File: src/hw/rtl/scfp_pkg.sv
`default_nettype none

package scfp_pkg;

  // Payload store geometry.
  localparam int PAYLOAD_DEPTH = 32;
  localparam int ADDR_W = (PAYLOAD_DEPTH > 1) ? $clog2(PAYLOAD_DEPTH) : 1;

  // Field widths of one result beat.
  localparam int BYTE_W = 8;
  localparam int LEN_W = 7;
  localparam int IDX_W = 5;
  localparam int KIND_W = 2;
  localparam int TDATA_W = 40;

  // Result kinds carried in tuser.
  localparam logic [KIND_W-1:0] KIND_ECHO = 2'd0;
  localparam logic [KIND_W-1:0] KIND_HDR = 2'd1;
  localparam logic [KIND_W-1:0] KIND_PAY = 2'd2;

  // Framing characters.
  localparam logic [BYTE_W-1:0] CH_LT = 8'h3C;
  localparam logic [BYTE_W-1:0] CH_C = 8'h43;
  localparam logic [BYTE_W-1:0] CH_M = 8'h4D;
  localparam logic [BYTE_W-1:0] CH_D = 8'h44;
  localparam logic [BYTE_W-1:0] CH_GT = 8'h3E;
  localparam logic [BYTE_W-1:0] CH_CR = 8'h0D;
  localparam logic [BYTE_W-1:0] CH_0 = 8'h30;
  localparam logic [BYTE_W-1:0] CH_9 = 8'h39;

  // Commands from the controller to the datapath.
  typedef struct packed {
    logic clr_frame;
    logic load_code;
    logic load_tens;
    logic load_units;
    logic store_byte;
    logic emit_echo;
    logic echo_last;
    logic emit_hdr;
    logic emit_pay;
  } scfp_cmd_t;

  // Status from the datapath to the controller.
  typedef struct packed {
    logic is_lt;
    logic is_c;
    logic is_m;
    logic is_d;
    logic is_gt;
    logic is_cr;
    logic is_digit;
    logic units_ok;
    logic rem_zero;
    logic len_zero;
    logic idx_last;
    logic out_free;
  } scfp_status_t;

endpackage

`default_nettype wire

File: src/hw/rtl/serial_command_frame_parser.sv
`default_nettype none
// A byte's echo beat is registered and appears in the cycle after the byte is accepted.
// Throughput: one byte per cycle while the output is drained; a completed frame then sends
// its header, then its payload bytes, each after a fetch state for the store's read port.
// No byte is accepted until the header, or for a frame with payload its last payload beat,
// has been loaded for output. Reset (rst, synchronous, active high) returns the parser to
// idle and empties the output; the payload store is not cleared.

module serial_command_frame_parser (
  input  wire logic        clk,
  input  wire logic        rst,
  // Receive stream.
  input  wire logic        s_tvalid,
  output logic             s_tready,
  input  wire logic [7:0]  s_tdata,   // [7:0] rx_byte
  // Result stream.
  output logic             m_tvalid,
  input  wire logic        m_tready,
  // [7:0] echo_byte, [15:8] command_code, [22:16] frame_len,
  // [30:23] payload_byte, [35:31] payload_index, [39:36] zero
  output logic [39:0]      m_tdata,
  output logic [1:0]       m_tuser,   // [1:0] result_kind
  output logic             m_tlast    // last_result
);
  import scfp_pkg::*;

  // The controller owns the parser state and the output sequencing; the
  // datapath owns the frame registers, the payload store and the output
  // register, and classifies the incoming byte for the controller.
  scfp_cmd_t    cmd;
  scfp_status_t sts;

  scfp_ctrl u_ctrl (
    .clk      (clk),
    .rst      (rst),
    .s_tvalid (s_tvalid),
    .s_tready (s_tready),
    .sts      (sts),
    .cmd      (cmd)
  );

  scfp_dp u_dp (
    .clk      (clk),
    .rst      (rst),
    .s_tdata  (s_tdata),
    .cmd      (cmd),
    .sts      (sts),
    .m_tvalid (m_tvalid),
    .m_tready (m_tready),
    .m_tdata  (m_tdata),
    .m_tuser  (m_tuser),
    .m_tlast  (m_tlast)
  );

`ifndef SYNTH
  // An echo that is not last means a frame just closed, so input must be held off.
  a_no_input_during_frame_out: assert property (@(posedge clk) disable iff (rst)
    (m_tvalid && m_tuser == KIND_ECHO && !m_tlast) |-> !s_tready)
    else $error("input accepted while a completed frame is pending");

  // A header beat is the last beat exactly when the frame has no payload.
  a_hdr_last: assert property (@(posedge clk) disable iff (rst)
    (m_tvalid && m_tuser == KIND_HDR) |-> (m_tlast == (m_tdata[22:16] == 7'd0)))
    else $error("header last flag disagrees with payload length");

  // Payload positions stay below the declared length.
  a_pay_index: assert property (@(posedge clk) disable iff (rst)
    (m_tvalid && m_tuser == KIND_PAY) |-> ({2'b00, m_tdata[35:31]} < m_tdata[22:16]))
    else $error("payload index beyond declared length");

  // The result kind never takes the unused code.
  a_kind_code: assert property (@(posedge clk) disable iff (rst)
    m_tvalid |-> ((m_tuser == KIND_ECHO) || (m_tuser == KIND_HDR) || (m_tuser == KIND_PAY)))
    else $error("unused result kind");
`endif

endmodule

`default_nettype wire

File: src/hw/rtl/scfp_ctrl.sv
`default_nettype none

module scfp_ctrl (
  input  wire logic                  clk,
  input  wire logic                  rst,
  input  wire logic                  s_tvalid,
  output logic                       s_tready,
  input  wire scfp_pkg::scfp_status_t sts,
  output scfp_pkg::scfp_cmd_t        cmd
);
  import scfp_pkg::*;

  // Parser states.
  localparam logic [3:0] ST_IDLE = 4'd0;
  localparam logic [3:0] ST_LT = 4'd1;
  localparam logic [3:0] ST_C = 4'd2;
  localparam logic [3:0] ST_M = 4'd3;
  localparam logic [3:0] ST_D = 4'd4;
  localparam logic [3:0] ST_CODE = 4'd5;
  localparam logic [3:0] ST_TENS = 4'd6;
  localparam logic [3:0] ST_UNITS = 4'd7;
  localparam logic [3:0] ST_DATA = 4'd8;

  // Output phases.
  localparam logic [1:0] PH_RUN = 2'd0;
  localparam logic [1:0] PH_HDR = 2'd1;
  localparam logic [1:0] PH_FETCH = 2'd2;
  localparam logic [1:0] PH_SEND = 2'd3;

  logic [3:0] pstate;
  logic [3:0] pstate_next;
  logic [1:0] phase;
  logic [1:0] phase_next;
  logic       accept;
  logic       complete;

  assign s_tready = (phase == PH_RUN) && sts.out_free;
  assign accept = s_tvalid && s_tready;

  always_comb begin
    cmd = '0;
    pstate_next = pstate;
    phase_next = phase;
    complete = 1'b0;
    case (phase)
      PH_RUN: begin
        if (accept) begin
          cmd.emit_echo = 1'b1;
          pstate_next = ST_IDLE;
          case (pstate)
            ST_LT: if (sts.is_c) pstate_next = ST_C;
            ST_C: if (sts.is_m) pstate_next = ST_M;
            ST_M: if (sts.is_d) pstate_next = ST_D;
            ST_D: if (sts.is_gt) pstate_next = ST_CODE;
            ST_CODE: begin
              cmd.load_code = 1'b1;
              pstate_next = ST_TENS;
            end
            ST_TENS: begin
              if (sts.is_digit) begin
                cmd.load_tens = 1'b1;
                pstate_next = ST_UNITS;
              end
            end
            ST_UNITS: begin
              if (sts.is_digit && sts.units_ok) begin
                cmd.load_units = 1'b1;
                pstate_next = ST_DATA;
              end
            end
            ST_DATA: begin
              if (!sts.rem_zero) begin
                if (!sts.is_cr) begin
                  cmd.store_byte = 1'b1;
                  pstate_next = ST_DATA;
                end
              end else if (sts.is_cr) begin
                complete = 1'b1;
              end
            end
            default: begin
              // Idle, and any code without meaning, restarts frame tracking.
              cmd.clr_frame = 1'b1;
              if (sts.is_lt) pstate_next = ST_LT;
            end
          endcase
          cmd.echo_last = !complete;
          if (complete) phase_next = PH_HDR;
        end
      end
      PH_HDR: begin
        if (sts.out_free) begin
          cmd.emit_hdr = 1'b1;
          phase_next = sts.len_zero ? PH_RUN : PH_FETCH;
        end
      end
      PH_FETCH: begin
        phase_next = PH_SEND;
      end
      PH_SEND: begin
        if (sts.out_free) begin
          cmd.emit_pay = 1'b1;
          phase_next = sts.idx_last ? PH_RUN : PH_FETCH;
        end
      end
      default: begin
        phase_next = PH_RUN;
      end
    endcase
  end

  always_ff @(posedge clk) begin
    if (rst) begin
      pstate <= ST_IDLE;
      phase <= PH_RUN;
    end else begin
      pstate <= pstate_next;
      phase <= phase_next;
    end
  end

endmodule

`default_nettype wire

File: src/hw/rtl/scfp_dp.sv
`default_nettype none

module scfp_dp (
  input  wire logic                    clk,
  input  wire logic                    rst,
  input  wire logic [7:0]              s_tdata,
  input  wire scfp_pkg::scfp_cmd_t     cmd,
  output scfp_pkg::scfp_status_t       sts,
  output logic                         m_tvalid,
  input  wire logic                    m_tready,
  output logic [scfp_pkg::TDATA_W-1:0] m_tdata,
  output logic [scfp_pkg::KIND_W-1:0]  m_tuser,
  output logic                         m_tlast
);
  import scfp_pkg::*;

  logic [BYTE_W-1:0] frame_command;
  logic [LEN_W-1:0]  declared_length;
  logic [LEN_W-1:0]  bytes_remaining;
  logic [BYTE_W-1:0] mem [PAYLOAD_DEPTH];
  logic [ADDR_W-1:0] rd_idx;
  logic [BYTE_W-1:0] rd_data;

  logic [3:0]        digit;
  logic [LEN_W-1:0]  digit_ext;
  logic [LEN_W-1:0]  tens_value;
  logic [LEN_W-1:0]  units_sum;
  logic [LEN_W-1:0]  store_pos;

  // Output register fields.
  logic [BYTE_W-1:0] o_echo;
  logic [BYTE_W-1:0] o_code;
  logic [LEN_W-1:0]  o_len;
  logic [BYTE_W-1:0] o_pbyte;
  logic [IDX_W-1:0]  o_pidx;

  assign digit = 4'(s_tdata - CH_0);
  assign digit_ext = {3'b000, digit};
  assign tens_value = (digit_ext << 3) + (digit_ext << 1);
  assign units_sum = bytes_remaining + digit_ext;
  assign store_pos = declared_length - bytes_remaining;

  always_comb begin
    sts.is_lt = (s_tdata == CH_LT);
    sts.is_c = (s_tdata == CH_C);
    sts.is_m = (s_tdata == CH_M);
    sts.is_d = (s_tdata == CH_D);
    sts.is_gt = (s_tdata == CH_GT);
    sts.is_cr = (s_tdata == CH_CR);
    sts.is_digit = (s_tdata >= CH_0) && (s_tdata <= CH_9);
    sts.units_ok = (units_sum <= LEN_W'(PAYLOAD_DEPTH));
    sts.rem_zero = (bytes_remaining == '0);
    sts.len_zero = (declared_length == '0);
    sts.idx_last = ((LEN_W'(rd_idx) + LEN_W'(1)) == declared_length);
    sts.out_free = !m_tvalid || m_tready;
  end

  always_ff @(posedge clk) begin
    if (rst) begin
      frame_command <= '0;
      declared_length <= '0;
      bytes_remaining <= '0;
    end else begin
      if (cmd.clr_frame) begin
        frame_command <= '0;
        declared_length <= '0;
        bytes_remaining <= '0;
      end
      if (cmd.load_code) frame_command <= s_tdata;
      if (cmd.load_tens) bytes_remaining <= tens_value;
      if (cmd.load_units) begin
        bytes_remaining <= units_sum;
        declared_length <= units_sum;
      end
      if (cmd.store_byte) bytes_remaining <= bytes_remaining - LEN_W'(1);
    end
  end

  // Payload store: one write port, one registered read port.
  always_ff @(posedge clk) begin
    if (cmd.store_byte) mem[store_pos[ADDR_W-1:0]] <= s_tdata;
    rd_data <= mem[rd_idx];
  end

  always_ff @(posedge clk) begin
    if (rst) begin
      rd_idx <= '0;
    end else if (cmd.emit_hdr) begin
      rd_idx <= '0;
    end else if (cmd.emit_pay) begin
      rd_idx <= rd_idx + ADDR_W'(1);
    end
  end

  always_ff @(posedge clk) begin
    if (rst) begin
      m_tvalid <= 1'b0;
    end else if (cmd.emit_echo || cmd.emit_hdr || cmd.emit_pay) begin
      m_tvalid <= 1'b1;
    end else if (m_tready) begin
      m_tvalid <= 1'b0;
    end
  end

  always_ff @(posedge clk) begin
    if (cmd.emit_echo) begin
      m_tuser <= KIND_ECHO;
      m_tlast <= cmd.echo_last;
      o_echo <= s_tdata;
      o_code <= '0;
      o_len <= '0;
      o_pbyte <= '0;
      o_pidx <= '0;
    end else if (cmd.emit_hdr) begin
      m_tuser <= KIND_HDR;
      m_tlast <= (declared_length == '0);
      o_echo <= '0;
      o_code <= frame_command;
      o_len <= declared_length;
      o_pbyte <= '0;
      o_pidx <= '0;
    end else if (cmd.emit_pay) begin
      m_tuser <= KIND_PAY;
      m_tlast <= sts.idx_last;
      o_echo <= '0;
      o_code <= frame_command;
      o_len <= declared_length;
      o_pbyte <= rd_data;
      o_pidx <= IDX_W'(rd_idx);
    end
  end

  assign m_tdata = {4'b0000, o_pidx, o_pbyte, o_len, o_code, o_echo};

endmodule

`default_nettype wire

File: config.mk
export PLATFORM = sky130hd
export DESIGN_NAME = serial_command_frame_parser
export DESIGN_NICKNAME = d
export VERILOG_FILES = /design/src/hw/rtl/scfp_pkg.sv /design/src/hw/rtl/serial_command_frame_parser.sv /design/src/hw/rtl/scfp_ctrl.sv /design/src/hw/rtl/scfp_dp.sv
export SDC_FILE = /design/constraint.sdc
export NUM_CORES = 1
export LEC_CHECK = 0
export ABC_AREA = 0
export BUFFER_PORTS_ARGS = -buffer_cell sky130_fd_sc_hd__buf_4
export CAP_MARGIN = 20
export CORE_ASPECT_RATIO = 1.25
export CORE_UTILIZATION = 30
export DETAILED_ROUTE_END_ITERATION = 8
export GPL_TIMING_DRIVEN = 0
export PLACE_DENSITY = 0.46
export SETUP_SLACK_MARGIN = 0.15
export SYNTH_ARGS = -nofsm -noshare
export SYNTH_HDL_FRONTEND = slang
export SYNTH_SLANG_ARGS = --single-unit
File: constraint.sdc
create_clock -name clk -period 3.25 [get_ports clk]
set_input_delay 0.1625 -clock clk [delete_from_list [all_inputs] [get_ports clk]]
set_output_delay 0.1625 -clock clk [all_outputs]
set_load 0.02 [all_outputs]
# After elaboration in Yosys (flattened, before gate mapping)
# Memory sizes are Yosys's and may differ from the RTL's. A register that Yosys moved wholly into a read port is not among the register bits.
# Cells that the tools add are included.
dict set report op_classes {
  add_sub_neg 7
  order_cmp 3
  n_eq_ne 22
  mux 59
  n_reduce_logical 23
}
# operator count
set op_table {}
lappend op_table {{7-bit two-way mux} 9}
lappend op_table {{8-bit two-way mux} 7}
lappend op_table {{4-bit case mux with 8 select lines} 1}
lappend op_table {{1-bit two-way mux} 27}
lappend op_table {{8-bit by 7-bit == test with 1-bit output (second input constant)} 3}
lappend op_table {{4-bit by 3-bit == test with 1-bit output (second input constant)} 4}
lappend op_table {{8-bit by 6-bit == test with 1-bit output (second input constant)} 2}
lappend op_table {{2-bit two-way mux} 8}
lappend op_table {{7-bit zero test} 2}
lappend op_table {{4-bit two-way mux} 3}
lappend op_table {{3-bit two-way mux} 3}
lappend op_table {{4-bit by 2-bit == test with 1-bit output (second input constant)} 2}
lappend op_table {{8-bit by 4-bit == test with 1-bit output (second input constant)} 1}
lappend op_table {{8-bit by 6-bit >= comparator with 1-bit output (second input constant)} 1}
lappend op_table {{8-bit by 6-bit less-or-equal comparator with 1-bit output (second input constant)} 1}
lappend op_table {{2-bit case mux with 4 select lines} 1}
lappend op_table {{2-bit nonzero test} 4}
lappend op_table {{8-bit OR reduction} 1}
lappend op_table {{7-bit by 4-bit adder with 7-bit output} 1}
lappend op_table {{7-bit by 5-bit adder with 7-bit output} 1}
lappend op_table {{6-bit by 7-bit == test with 1-bit output} 1}
lappend op_table {{7-bit by 6-bit less-or-equal comparator with 1-bit output (second input constant)} 1}
lappend op_table {{7-bit by 1-bit subtractor with 7-bit output (second input constant)} 1}
lappend op_table {{5-bit by 1-bit adder with 6-bit output (second input constant)} 1}
lappend op_table {{18 further kinds} 28}
dict set report word_totals {
  reg_bits 73
  ramBits 256
  inputBits 12
  output_inout_bits 45
  word_cells 130
  n_memories 1
}
# memory words word_bits read_ports rd_ports_with_merged_regs write_ports line_no
set mem_list {}
lappend mem_list {u_dp.mem 32 8 1 1 1 scfp_dp.sv:20} ;# logic [BYTE_W-1:0] mem [PAYLOAD_DEPTH];

# Logic depth before layout (Yosys ltp)
# Gate-level depths: netlist of the first run.
dict set report logic_depth {
  ltp_word 13
  ltp_mapped 9
  mapped_depth_nobuf 9
}

# Modules after synthesis
# Synthesis of the first run repeated with hierarchy kept, for this count alone.
dict set report hier_totals {
  cells_unflattened 998
  hier_area_um2 14128.6
}
# mod instances cells_each area_per_inst_um2 seq_area_each_um2
set by_module_without_submodules {}
lappend by_module_without_submodules {scfp_dp 1 934 13666.9 9278.9}
lappend by_module_without_submodules {scfp_ctrl 1 64 461.7 120.1}

# Least setup slack after synthesis of the first run
# OpenSTA, ideal clock, no wires.
dict set report synth_path {
  path_kind {flip-flop to flip-flop}
  start {register u_dp.bytes_remaining[0]}
  end {memory u_dp.mem[14][0], enable pin}
  setup_ps 371
  t_arrival_ps 2315
  required_ps 2879
  path_slack_ps 565
  stages_incl_launch_ff 9
  n_path_buf 0
  period_less_slack_ps 2685
  path_cell_list {dfxtp_1 > ha_1 > inv_1 > fa_1 > a21o_1 > a21oi_1 > xnor2_1 > or3_1 > nor2_1}
}
dict set report synth_between {
  elab_chain_len 7
  elab_cells_between_ends 8
  cone_classes {1 x add/sub; 6 x mux; 1 x reduce/logical}
}
# element line_no
set synth_lines {}
lappend synth_lines {{start, declared} scfp_dp.sv:19} ;# logic [LEN_W-1:0] bytes_remaining;
lappend synth_lines {{start signal, assigned} scfp_dp.sv:70} ;# if (cmd.load_tens) bytes_remaining <= tens_value;
lappend synth_lines {{start signal, assigned} scfp_dp.sv:72} ;# bytes_remaining <= units_sum;
lappend synth_lines {{start signal, assigned} scfp_dp.sv:75} ;# if (cmd.store_byte) bytes_remaining <= bytes_remaining - LEN_W'(1);
lappend synth_lines {{7-bit zero test} scfp_dp.sv:52} ;# sts.rem_zero = (bytes_remaining == '0);
lappend synth_lines {{1-bit two-way mux} scfp_ctrl.sv:72} ;# if (!sts.rem_zero) begin
lappend synth_lines {{1-bit two-way mux} scfp_ctrl.sv:50} ;# case (pstate)
lappend synth_lines {{7-bit two-way mux} scfp_ctrl.sv:47} ;# if (accept) begin
lappend synth_lines {{7-bit two-way mux} scfp_ctrl.sv:45} ;# case (phase)
lappend synth_lines {{1-bit two-way mux} scfp_dp.sv:81} ;# if (cmd.store_byte) mem[store_pos[ADDR_W-1:0]] <= s_tdata;
lappend synth_lines {{1-bit two-way mux (implied by the code)} scfp_dp.sv:81}
lappend synth_lines {{end, declared} scfp_dp.sv:20}
# Parallel ways exist; a longest one is shown, timed or not.

# Worst setup path after layout of the first run
dict set report layout_path {
  start {register u_dp.bytes_remaining[0]}
  end {memory u_dp.mem[10][7], enable pin}
}
# The elaborated chain is that of the path after synthesis.

==> results of run 1 <==
-- cells by family (layout without fill, tap and decap cells) --
kind of cell / Yosys count / after routing / synth area share (%)
AND/OR/NAND/NOR: 240 / 240 / 8.77
flip-flops: 337 / 337 / 67.9
buffers and inverters: 65 / 183 / 2.05
XOR/XNOR: 18 / 18 / 1.14
multiplexers: 90 / 90 / 13.8
adder cells (fa/ha/maj): 16 / 16 / 1.61
AO/OA/AOI/OAI: 107 / 107 / 4.70
other: 1 / 4 / 0.0271
-- cell usage in the layout (no fill, tap or decap), types with 3 or more instances in the layout --
master and count:
mux4_2 80, nor3_1 12, nand2b_1 4, xnor2_1 7
nor4_1 5, nand4_1 7, a211oi_1 3, and2_1 14
o21ai_0 11, buf_1 5, fa_1 3, nand2_1 62
dfxtp_1 72, o211ai_1 3, conb_1 4, clkbuf_16 37
buf_4 55, a21o_1 5, ha_1 13, mux2_2 8
nor2_1 29, nor2_4 32, nand3_2 5, clkbuf_1 38
nand3_1 35, clkbuf_8 3, xor2_1 9, clkinv_2 7
buf_2 14, clkinv_1 4, a22oi_1 14, or3_1 7
buf_12 4, inv_1 11, a31oi_1 8, edfxtp_1 265
and3_1 5, a21oi_1 50
-- timing repair --
| action | in CTS | in global routing |
|---|---|---|
| resized for setup | 35 | 33 |
| setup buffers | 0 | 4 |
| pin swaps | 0 | 6 |
| endpoints found under the setup margin | 212 | 225 |
-- cell type report --
class                   count  area share, %
flip-flops and latches    337           57.1
multi-input cells         475           27.1
clock buffers              48           6.06
well taps                 578           4.39
repair buffers             55           2.81
plain buffers              54           1.47
clock inverters            15          0.844
inverters                  11          0.251
-- where the power goes --
group / switching (uW) / total (uW) / internal, uW
registers: 4.07 / 4660 / 4650
clock network: 1670 / 4000 / 2330
logic: 156 / 207 / 50.2
total: 1830 / 8860 / 7030
-- worst register-to-register path, cell delays in order (launching register included) --
cell	delay, ps
dfxtp_1	460
ha_1	190
inv_1	60
fa_1	430
a21o_1	190
a21oi_2	220
xnor2_1	250
or3_1	550
nor2_4	310
-- stage by stage --
step	cells	TNS, ps	utilization [%]
floorplan	877	0	-
global placement	1506	-27150	33.0
detailed placement	1506	-28900	33.0
CTS	1569	0	35.8
global route	1573	0	36.3
finish	1573	0	36.3
-- routing by layer --
metal  vias up  GRT usage (%)  routed length, um
li1       3595              -                  -
met1      3932           19.5              15200
met2       189           26.5              18100
met3        55           2.39               1380
met4         2           4.83                836
met5         -              0                  8
-- flip-flops by register name, summed over array words and instances, names as in the netlist, 2 cells and up --
signal and flops:
u_dp.mem 256, u_dp.frame_command 8, u_dp.o_code 8, u_dp.o_echo 8
u_dp.o_pbyte 8, u_dp.rd_data 8, u_dp.bytes_remaining 7, u_dp.declared_length 7
u_dp.o_len 7, u_dp.o_pidx 5, u_dp.rd_idx 5, u_ctrl.pstate 4
u_ctrl.phase 2, u_dp.m_tuser 2
-- worst paths after layout --
check / start / endpoint / cells after the start
worst max-delay path: u_dp.bytes_remaining[0] / u_dp.mem[10][7] / 8
worst min-delay path: s_tvalid / u_ctrl.pstate[0] / 4
worst max register to register: u_dp.bytes_remaining[0] / u_dp.mem[10][7] / 8
worst min register to register: u_dp.o_pidx[1] / u_dp.o_pidx[1] / 2
==> flow_summary.toml, run 1 <==
[run_status]
status = "complete, no violations"

[clocking]
cts.sinks = 337
clock-root-buffer = "clkbuf_16"
htree_levels = 2
hold_buffers = 0
numCtsBuffers = 35
clk_latency_ps = 530
clk_pin_slew_ps = 60
cts_tree = "yes"
cts_buffer_depth = 3

[sta]
setup_viol = 0
grt_setup_unrepaired = "no"
slew_headroom_pct = 36.2
finalCritPeriodShare_pct = 91.7
fmax_ghz = 0.335
final_max_slew_viol_count = 0
final.min_clock_period_ps = 2980
tightest_slew_ps = 958
final_hold_viol_count = 0
fin_skew_ps = 12.1
setup_slack_ps = 269
fin_hold_ws_ps = 76.0

[synth]
synth_largest_area_cell = "edfxtp_1"
ys_async_sr_fraction_pct = 0
netlist_area_um2 = 13800
ys_seq_area_share_pct = 67.9
synth.most_common_cell = "edfxtp_1"
synth-edff-count = 265
syn_avg_cell_area_um2 = 15.8
ys_ff_latch = 337
synth-main-ff-cell = "edfxtp_1"
syn_inst = 874
ys_types = 62
synth_top_cell_area_share_pct = 57.5
synth.area.top_cells = "edfxtp_1, mux4_2, dfxtp_1"
yosys-top-cells-count = "edfxtp_1, mux4_2, dfxtp_1, nand2_1, nor2_1"
synth_warnings = 0

[drt]
drc = 0
ant_nets = 0
drt_iter0_markers = 467
avgRoutedWirePerCell_um = 22.5
first_pass_iters = 7
finalWirelength_mm = 35.5
viasPerCell = 4.94
vias = 7773

[floorplanning]
fp-row-count = 87
dieHeight_um = 242
die_area_um2 = 47000
core_area_um2 = 45300
die_x_um = 194
initial_core_util_pct = 30.6
ios = 57

[worst_setup_path]
end_kind = "flop"
cp_max_fo = 8
path_buf_inv = 1
path_delay_family = "simple AND/OR/NAND/NOR gates"
crit_chain = "ha_1, inv_1, fa_1, a21o_1, a21oi_2, xnor2_1, or3_1, nor2_4"
rrSetupSlack_ps = 270
critPathKind = "flop to flop"
crit_slowest_cell = "or3_1"
crit_path_max_incr_delay_ps = 550
crit_arrival_ps = 3190
cp.required_ps = 3450
start_kind = "flop"

[grt]
grt_pass1_wl_mm = 53.3
grt_start_max_net_pins = 45
antenna_found_initial = 1
grt_overflow = 0
grt_pass1_vias = 7972
grt_usage_pct = 15.3

[final_layout]
area_growth_pct = 18.9
fin_area_um2 = 16500
fin_nets = 997
num_antenna_cells = 0
fill_cells = 4272
multiInputGateArea_um2 = 4450
regArea_um2 = 9400
layout-drive-gt1-share_pct = 26.6

[place]
gp_congestion = 0.791
io_buffer_count = 51
dp_hpwl_mm = 23.5
pre_cts_ws_ps = -400
dpl_cell_area_um2 = 15000

[power_and_ir_drop]
p_leak_uw = 0.00514
peakVddDrop_mv = 0.237
p_total_uw = 8860
power_density_nw_per_um2 = 538

[flow_run]
max_cap_viol_count = 0

[hold_path]
hold_path_class = "input pin to flop"
No activity file was read; power rests on OpenSTA's default activity.
==> run 2, diff against run 1 <==
--- a/config.mk
+++ b/config.mk
@@ -16,4 +16,6 @@
 export SETUP_SLACK_MARGIN = 0.15
 export SYNTH_ARGS = -nofsm -noshare
 export SYNTH_HDL_FRONTEND = slang
+export SYNTH_HIERARCHICAL = 1
 export SYNTH_SLANG_ARGS = --single-unit
+export TNS_END_PERCENT = 30
==> run 2 against run 1 <==
- via count rose by 9.1%
- cell area is 3.8% higher
- cell count rose by 13%
- critical path type unchanged
- largest power group unchanged
==> flow_summary.toml, run 2 <==
[sta]
final_hold_viol_count = 0
final_max_slew_viol_count = 0
setup_slack_ps = 255
fmax_ghz = 0.334
fin_skew_ps = 12.5
fin_hold_ws_ps = 79.1
finalCritPeriodShare_pct = 92.1
tightest_slew_ps = 1020
grt_setup_unrepaired = "yes"
slew_headroom_pct = 31.7
setup_viol = 0
final.min_clock_period_ps = 2990

[place]
pre_cts_ws_ps = -879
dp_hpwl_mm = 24.2
gp_congestion = 0.866
io_buffer_count = 52
placed_cells = 1683

[grt]
antenna_found_initial = 0
grt_most_used_layer = "met2"
grt_pass1_wl_mm = 55.0
grtUsageMet2_pct = 28.3
grtUsageMet3_pct = 1.92
grt_start_max_net_pins = 43
grt_usage_pct = 15.5
grt_pass1_vias = 8525
grt_overflow = 0
grt_util_met1_pct = 19.1

[synth]
syn_inst = 998
ys_ff_latch = 337
synth-main-ff-cell = "edfxtp_1"
ys_types = 61
netlist_area_um2 = 14100
synth_top_cell_area_share_pct = 56.3
synth_largest_area_cell = "edfxtp_1"
synth.most_common_cell = "edfxtp_1"
synth.area.top_cells = "edfxtp_1, dfxtp_1, mux2i_1"
synth-edff-count = 265
synth_warnings = 6
ys_async_sr_fraction_pct = 0
syn_avg_cell_area_um2 = 14.2
ys_seq_area_share_pct = 66.5
yosys-top-cells-count = "edfxtp_1, mux2i_1, nor2_1, nand2_1, dfxtp_1"

[worst_setup_path]
end_kind = "flop"
critPathKind = "flop to flop"
crit_arrival_ps = 3450
cp.required_ps = 3700
start_kind = "flop"
crit_chain = "ha_2, inv_1, fa_2, xnor2_1, or4b_4, o211ai_1, nand4_1, inv_2, nor4_4, buf_4, o21ba_2, o21ai_0, a31oi_1"
crit_slowest_cell = "or4b_4"
cp_max_fo = 8
crit_path_max_incr_delay_ps = 530

[floorplanning]
dieHeight_um = 245
initial_core_util_pct = 30.5
fp-row-count = 88
die_x_um = 196
ios = 57
die_area_um2 = 48000
core_area_um2 = 46400

[final_layout]
mostFrequentLayoutCells = "edfxtp_1, mux2i_1, buf_4, nand2_1, dfxtp_1"
regArea_um2 = 9400
largest_reg_flops = 256
multiInputGateArea_um2 = 4630
layout_commonest_cell = "edfxtp_1"
num_antenna_cells = 0
fin_nets = 1144
fill_cells = 4452
layout-drive-gt1-share_pct = 22.5
instances_no_fill = 1771
area_growth_pct = 20.9

[power_and_ir_drop]
peakVddDrop_mv = 0.327
power_density_nw_per_um2 = 519
p_total_uw = 8870
p_leak_uw = 0.00540

[clocking]
clock-root-buffer = "clkbuf_16"
htree_levels = 2
numCtsBuffers = 35
cts.sinks = 337
cts_buffer_depth = 3
clk_pin_slew_ps = 70
cts_tree = "yes"
clk_latency_ps = 520

[drt]
ant_nets = 0
drt_iter0_markers = 506
finalWirelength_mm = 36.9
drc = 0
viasPerCell = 4.79
first_pass_iters = 5
avgRoutedWirePerCell_um = 20.8
vias = 8478

[flow_run]
max_cap_viol_count = 0

[hold_path]
hold_path_class = "input pin to flop"

[run_status]
status = "complete, no violations"
run 2: metrics by stage:
stage / TNS (ps) / cell area (um^2) / utilization (%)
final: 0 / 17100 / 36.8
after global routing: 0 / 17100 / 36.8
after CTS: 0 / 16900 / 36.6
after detailed placement: -194360 / 15300 / 33.0
after global placement: -188050 / 15300 / 33.0
after floorplan: 0 / 14100 / -
run 2: logic make-up after synthesis:
logic type,count (synthesis),synth area share [%]
AOI/OAI and AO/OA,138,6.45
xor gates and xnor gates,22,1.36
buffers and inverters,83,2.75
and+or+nand+nor,272,9.33
DFF,337,66.5
muxes,129,12.0
other,1,0.0265
adders and majority gates,16,1.58
run 2: repair_timing:
| item | in CTS | in global routing |
|---|---|---|
| setup buffers | 18 | 6 |
| pin swaps | 19 | 7 |
| setup endpoints to repair | 270 | 258 |
| resized for setup | 70 | 16 |
| hold buffers | 1 | 0 |
| hold endpoints to repair | 6 | 0 |
run 2: power by group:
group | switching, uW | internal (uW) | leakage (uW)
sequential | 6.77 | 4650 | 0.00297
combinational | 228 | 82.6 | 0.00188
clock | 1620 | 2280 | 0.000547
run 2: per-layer routing:
| layer | routed length, um | part of all wire [%] |
|---|---|---|
| met2 | 19300 | 52 |
| met5 | 0 | 0 |
| met3 | 926 | 2.5 |
| met1 | 15800 | 43 |
| met4 | 864 | 2.3 |
run 2: layout make-up:
| type | count | share of cell area [%] |
|---|---|---|
| inverters | 18 | 0.396 |
| multi-input cells | 581 | 27.1 |
| repair buffers | 78 | 4.42 |
| plain buffers | 65 | 1.93 |
| flip-flops and latches | 337 | 55.1 |
| clock buffers | 47 | 5.76 |
| well taps | 630 | 4.62 |
| clock inverters | 15 | 0.696 |
run 2: worst max-delay path, delay by kind of cell, from the launching register on:
kind            cells  cell delay (ps)
flops               1              370
fa+ha+maj           2              550
simple gates        3              760
xor+xnor            1              160
compound gates      4              700
buf+inv             3              400
run 2: worst paths after layout:
check,start,end,slack [ps],depth (start not counted)
worst min-delay path,m_tready,u_dp/m_tvalid,80,3
worst max-delay path,u_dp/bytes_remaining[0],u_dp/bytes_remaining[4],260,13
worst min register to register,u_dp/o_len[5],u_dp/o_len[5],450,2
worst max register to register,u_dp/bytes_remaining[0],u_dp/bytes_remaining[4],260,13
